<file path="config.mk">
export PLATFORM = sky130hd
export DESIGN_NAME = bnft_isqrt
export DESIGN_NICKNAME = d
export VERILOG_FILES = /design/src/hdl/bnft_pkg.sv /design/src/hdl/bnft_isqrt.sv
export SDC_FILE = /design/constraint.sdc
export NUM_CORES = 2
export LEC_CHECK = 0
export BUFFER_PORTS_ARGS = -buffer_cell sky130_fd_sc_hd__buf_2
export CORE_AREA = 2 2 598 600
export DETAILED_ROUTE_END_ITERATION = 8
export DIE_AREA = 0 0 600 602
export SYNTH_ARGS = -nofsm -noshare
export SYNTH_HDL_FRONTEND = slang
export SYNTH_SLANG_ARGS = --single-unit
</file>
<file path="constraint.sdc">
create_clock -name aclk -period 3.44 [get_ports aclk]
set_clock_uncertainty 0.2 [all_clocks]
set_input_delay 0.688 -clock aclk [delete_from_list [all_inputs] [get_ports aclk]]
set_output_delay 0.688 -clock aclk [all_outputs]
set_load 0.02 [all_outputs]
</file>
<file path="src/hdl/bnft_pkg.sv">
`timescale 1ns / 1ps

package bnft_pkg;

    // default fraction width of the Q1.x fixed-point format
    localparam int FRAC_BITS_DEF = 14;

    // stage counts of the fixed parts of the pipeline
    localparam int CROSS_STAGES = 4;
    localparam int ROOT_BITS    = 16;
    localparam int SQRT_STAGES  = ROOT_BITS;
    localparam int OUT_STAGES   = 1;

    // output magnitude limit
    localparam logic [15:0] POS_MAX = 16'h7fff;

    typedef struct packed {
        logic signed [15:0] normal_x;
        logic signed [15:0] normal_y;
        logic signed [15:0] normal_z;
        logic signed [15:0] tangent_x;
        logic signed [15:0] tangent_y;
        logic signed [15:0] tangent_z;
        logic               sign_negative;
    } in_beat_t;

    typedef struct packed {
        logic signed [15:0] tangent_out_x;
        logic signed [15:0] tangent_out_y;
        logic signed [15:0] tangent_out_z;
        logic signed [15:0] binormal_x;
        logic signed [15:0] binormal_y;
        logic signed [15:0] binormal_z;
        logic               zero_length;
    } out_beat_t;

    // data that rides alongside the arithmetic lanes
    typedef struct packed {
        logic signed [15:0] tangent_x;
        logic signed [15:0] tangent_y;
        logic signed [15:0] tangent_z;
        logic [2:0]         negate;
        logic               zero_len;
    } side_t;

    // quotient bits of the per-component divide
    function automatic int div_stages(input int frac_bits);
        return 2 * frac_bits + 3;
    endfunction

endpackage

</file>
<file path="src/hdl/bnft_isqrt.sv">
`timescale 1ns / 1ps

module bnft_isqrt (
    input  logic                                 aclk,
    input  logic [bnft_pkg::SQRT_STAGES-1:0]     adv,
    input  logic [2:0][31:0]                     rad,
    input  bnft_pkg::side_t                      side_in,
    output logic [2:0][15:0]                     root,
    output bnft_pkg::side_t                      side_out
);
    import bnft_pkg::*;

    // digit-by-digit integer square root, one root bit per stage
    logic [2:0][31:0] rad_reg  [SQRT_STAGES-1];
    logic [2:0][16:0] rem_reg  [SQRT_STAGES-1];
    logic [2:0][15:0] root_reg [SQRT_STAGES];
    side_t            side_reg [SQRT_STAGES];

    for (genvar s = 0; s < SQRT_STAGES; s++) begin : g_stage
        logic [2:0][31:0] rad_src;
        logic [2:0][16:0] rem_src;
        logic [2:0][15:0] root_src;
        side_t            side_src;
        logic [2:0][16:0] rem_next;
        logic [2:0][15:0] root_next;
        logic [18:0]      rem_sh;
        logic [18:0]      trial;
        logic [18:0]      diff;

        if (s == 0) begin : g_first
            assign rad_src  = rad;
            assign rem_src  = '0;
            assign root_src = '0;
            assign side_src = side_in;
        end else begin : g_rest
            assign rad_src  = rad_reg[s-1];
            assign rem_src  = rem_reg[s-1];
            assign root_src = root_reg[s-1];
            assign side_src = side_reg[s-1];
        end

        always_comb begin
            rem_sh = '0;
            trial  = '0;
            diff   = '0;
            for (int l = 0; l < 3; l++) begin
                rem_sh = {rem_src[l], rad_src[l][31:30]};
                trial  = {1'b0, root_src[l], 2'b01};
                diff   = rem_sh - trial;
                if (rem_sh >= trial) begin
                    rem_next[l]  = diff[16:0];
                    root_next[l] = {root_src[l][14:0], 1'b1};
                end else begin
                    rem_next[l]  = rem_sh[16:0];
                    root_next[l] = {root_src[l][14:0], 1'b0};
                end
            end
        end

        always_ff @(posedge aclk) begin
            if (adv[s]) begin
                root_reg[s] <= root_next;
                side_reg[s] <= side_src;
            end
        end

        if (s < SQRT_STAGES - 1) begin : g_carry
            always_ff @(posedge aclk) begin
                if (adv[s]) begin
                    rem_reg[s] <= rem_next;
                    for (int l = 0; l < 3; l++) begin
                        rad_reg[s][l] <= {rad_src[l][29:0], 2'b00};
                    end
                end
            end
        end
    end

    assign root     = root_reg[SQRT_STAGES-1];
    assign side_out = side_reg[SQRT_STAGES-1];

endmodule

</file>
==> reports/qor.yml <==
ys_seq_elements: 2671
grt_setup_unrepaired: "no"
critPathTopFamily: "compound AO/OA/AOI/OAI gates"
power.leakage_nw: 47.4
min_period_ns: 3.21
vias_per_cell: 4.48
critical_path_class: "register to register"
grt_pass1_wl_um: 329000
critPathMaxStageDelay_ns: 0.53
cp_slowest_cell: "a41o_1"
maxSlewViolCount: 0
period_share_pct: 93.4
syn_area_um2: 110000
synth_cell_types: 105
wire_per_inst_um: 16.1
hp-class: "primary input to register"
grt.total_usage_pct: 11.3
syn_avg_cell_area_um2: 15.4
fp-row-count: 219
die_h_um: 602
p_per_area_nw_per_um2: 625
nFillCells: 33100
antenna_found_initial: 5
grt-ovfl-total: 0
cts_buffers: 294
critPathLaunchType: "register"
status: "completed"
cts.clk_slew.worst_paths_ns: 0.06
post-cts-setup-buffers: 0
initial_utilization_pct: 30.9
grt_max_degree: 75
cpMostUsedCell: "a21oi_1"
path_buf_inv: 1
htreeDepth: 5
pin_count: 265
crit_chain: "ha_1 -> a21oi_1 -> a21oi_1 -> nor4_1 -> o21ai_1 -> a41o_1 -> buf_4 -> nor2_1 -> a21oi_1"
synthTopCellsByArea: "edfxtp_1, ha_1, xnor2_1, xor2_1, inv_1"
cp.depth: 9
syn_inst: 7126
synth_edf_count: 2671
synth.yosys.seq_area_share_pct: 73.2
portBuffers: 264
grt_pass1_vias: 59300
drtIter0Drc: 3402
dieArea_um2: 361000
relSlewSlack_pct: 46.2
num_vias: 57600
required_ns: 3.84
drt-pass1-iter-count: 8
ys.flop_type: "edfxtp_1"
place_ws_ns: 0.240
synth_top_area_share_pct: 73.2
synth_warnings: 0
cts_sinks: 2671
layout_setup_ws_ns: 0.226
timing.rr.start: "rem_reg[1][256]"
die_w_um: 600
totalWireLength_um: 207000
largest_reg_flops: 832
clk_latency_ns: 0.90
nets: 8523
cp_max_fo: 18
timing.hold.ws_ns: 0.0640
final.setup.tns_ns: 0
cts-root-buf: "clkbuf_16"
dpl.hpwl_um: 146000
ant_nets: 0
critPathCaptureType: "register"
setup_viol: 0
holdCritStartpoint: "adv[13]"
post-route-util_pct: 36.3
reg2reg_depth: 9
clock.fmax_mhz: 311
gp_congestion: 0.875
core_area_um2: 355000
drc: 0
tightest_slew_ns: 0.800
startpoint: "rem_reg[1][256]"
area.growth.synth_to_final_pct: 17.5
drv_cap: 0
clockBufferDepth: 4
holdPathStages: 1
synth_largest_area_cell: "edfxtp_1"
finalHoldViolations: 0
worst_ep_arrival_time_ns: 3.61
async_flop_share_pct: 0
drive_above_1_share_pct: 11.7
cts_tree: "done"
ir_drop_mv: 0.365
layout by cell type, fill, tap and decap left out, types with 30 or more instances in the layout:
| master | instances |
|---|---|
| xor2_1 | 228 |
| and3_1 | 30 |
| or4_1 | 31 |
| o31ai_1 | 38 |
| clkbuf_1 | 53 |
| clkinv_2 | 37 |
| nand4_1 | 57 |
| nor3_1 | 154 |
| o21ai_0 | 244 |
| or3_1 | 61 |
| clkinv_1 | 62 |
| a21o_1 | 89 |
| nand3_1 | 99 |
| inv_1 | 528 |
| nor2b_1 | 79 |
| edfxtp_1 | 2671 |
| clkbuf_16 | 298 |
| nand2_1 | 289 |
| nand2b_1 | 93 |
| dlygate4sd3_1 | 155 |
| xnor2_1 | 271 |
| a21oi_1 | 368 |
| buf_4 | 112 |
| o21a_1 | 91 |
| nor2_1 | 462 |
| o211ai_1 | 34 |
| buf_2 | 248 |
| buf_12 | 32 |
| o21ai_1 | 55 |
| ha_1 | 456 |
| a211oi_1 | 30 |
| a31oi_1 | 34 |
| nor4_1 | 71 |
| and2_1 | 40 |
| mux2_2 | 78 |
where the power goes:
group	internal, mW	switching (mW)
clock network	17.3	12.5
registers	39.6	1.63
logic	4.06	5.31
total	60.9	19.5
synth_stat cells, drive strengths merged, types with 100 or more instances:
master	n
mux2	106
xnor2	271
inv	534
edfxtp	2671
ha	456
nand2	289
nand3	100
a21oi	368
nor2	462
o21ai	300
nor3	158
xor2	228
what timing repair did:
item	CTS	global route
resized for setup	0	0
endpoints found under the hold margin	200	0
hold buffers	155	0
endpoints found under the setup margin	0	0
final cells by class:
type	count	area, µm²	share of cell area (%)
sequential	2671	80200	62.3
timing repair buffer	562	4460	3.46
tap	4751	5940	4.62
clock inverter	163	1500	1.17
inverter	535	2010	1.56
multi-input combinational	3838	26900	20.9
clock buffer	351	7660	5.95
antenna	1	2.50	0.00194
cell families after synthesis:
| group | count (synthesis) | share of synthesized area (%) |
|---|---|---|
| XOR/XNOR | 499 | 3.99 |
| multiplexers | 128 | 1.29 |
| flip-flops | 2671 | 73.2 |
| buffers and inverters | 619 | 2.16 |
| AND/OR/NAND/NOR | 1590 | 7.42 |
| adder cells (fa/ha/maj) | 456 | 5.21 |
| other | 1 | 0.00342 |
| AO/OA/AOI/OAI | 1162 | 6.69 |
worst reg2reg max path: cells and delay by family, from the launching register on:
kind / cells / cell delay (ns)
DFF: 1 / 0.40
adders and majority gates: 1 / 0.39
AOI/OAI and AO/OA: 5 / 1.10
and+or+nand+nor: 2 / 0.56
buffers and inverters: 1 / 0.29
routing by layer:
metal,track usage [%],share of wire [%],vias to the layer above
met5,0,0,-
met1,14.6,45,27800
met2,19.4,48,1046
li1,-,-,28400
met3,1.84,4.0,372
met4,3.35,2.6,0
path summary, 6_finish.rpt:
kind,endpoint,slack (ns)
worst max register to register,rem_reg[1][309],0.23
worst max-delay path,rem_reg[1][309],0.23
worst min register to register,rad_reg[0][202],0.17
worst min-delay path,side_reg[1][283],0.06
stage by stage:
| step | total power [mW] | cells | instance area [µm²] |
|---|---|---|---|
| 4_1_cts | 81.6 | 12900 | 129000 |
| 2_1_floorplan | 47.6 | 7128 | 110000 |
| 5_1_grt | 84.3 | 12900 | 129000 |
| 3_3_place_gp | 50.8 | 12200 | 118000 |
| 3_5_place_dp | 51.1 | 12200 | 118000 |
| 6_report | 80.4 | 12900 | 129000 |
No activity file was read; power rests on OpenSTA's default activity.
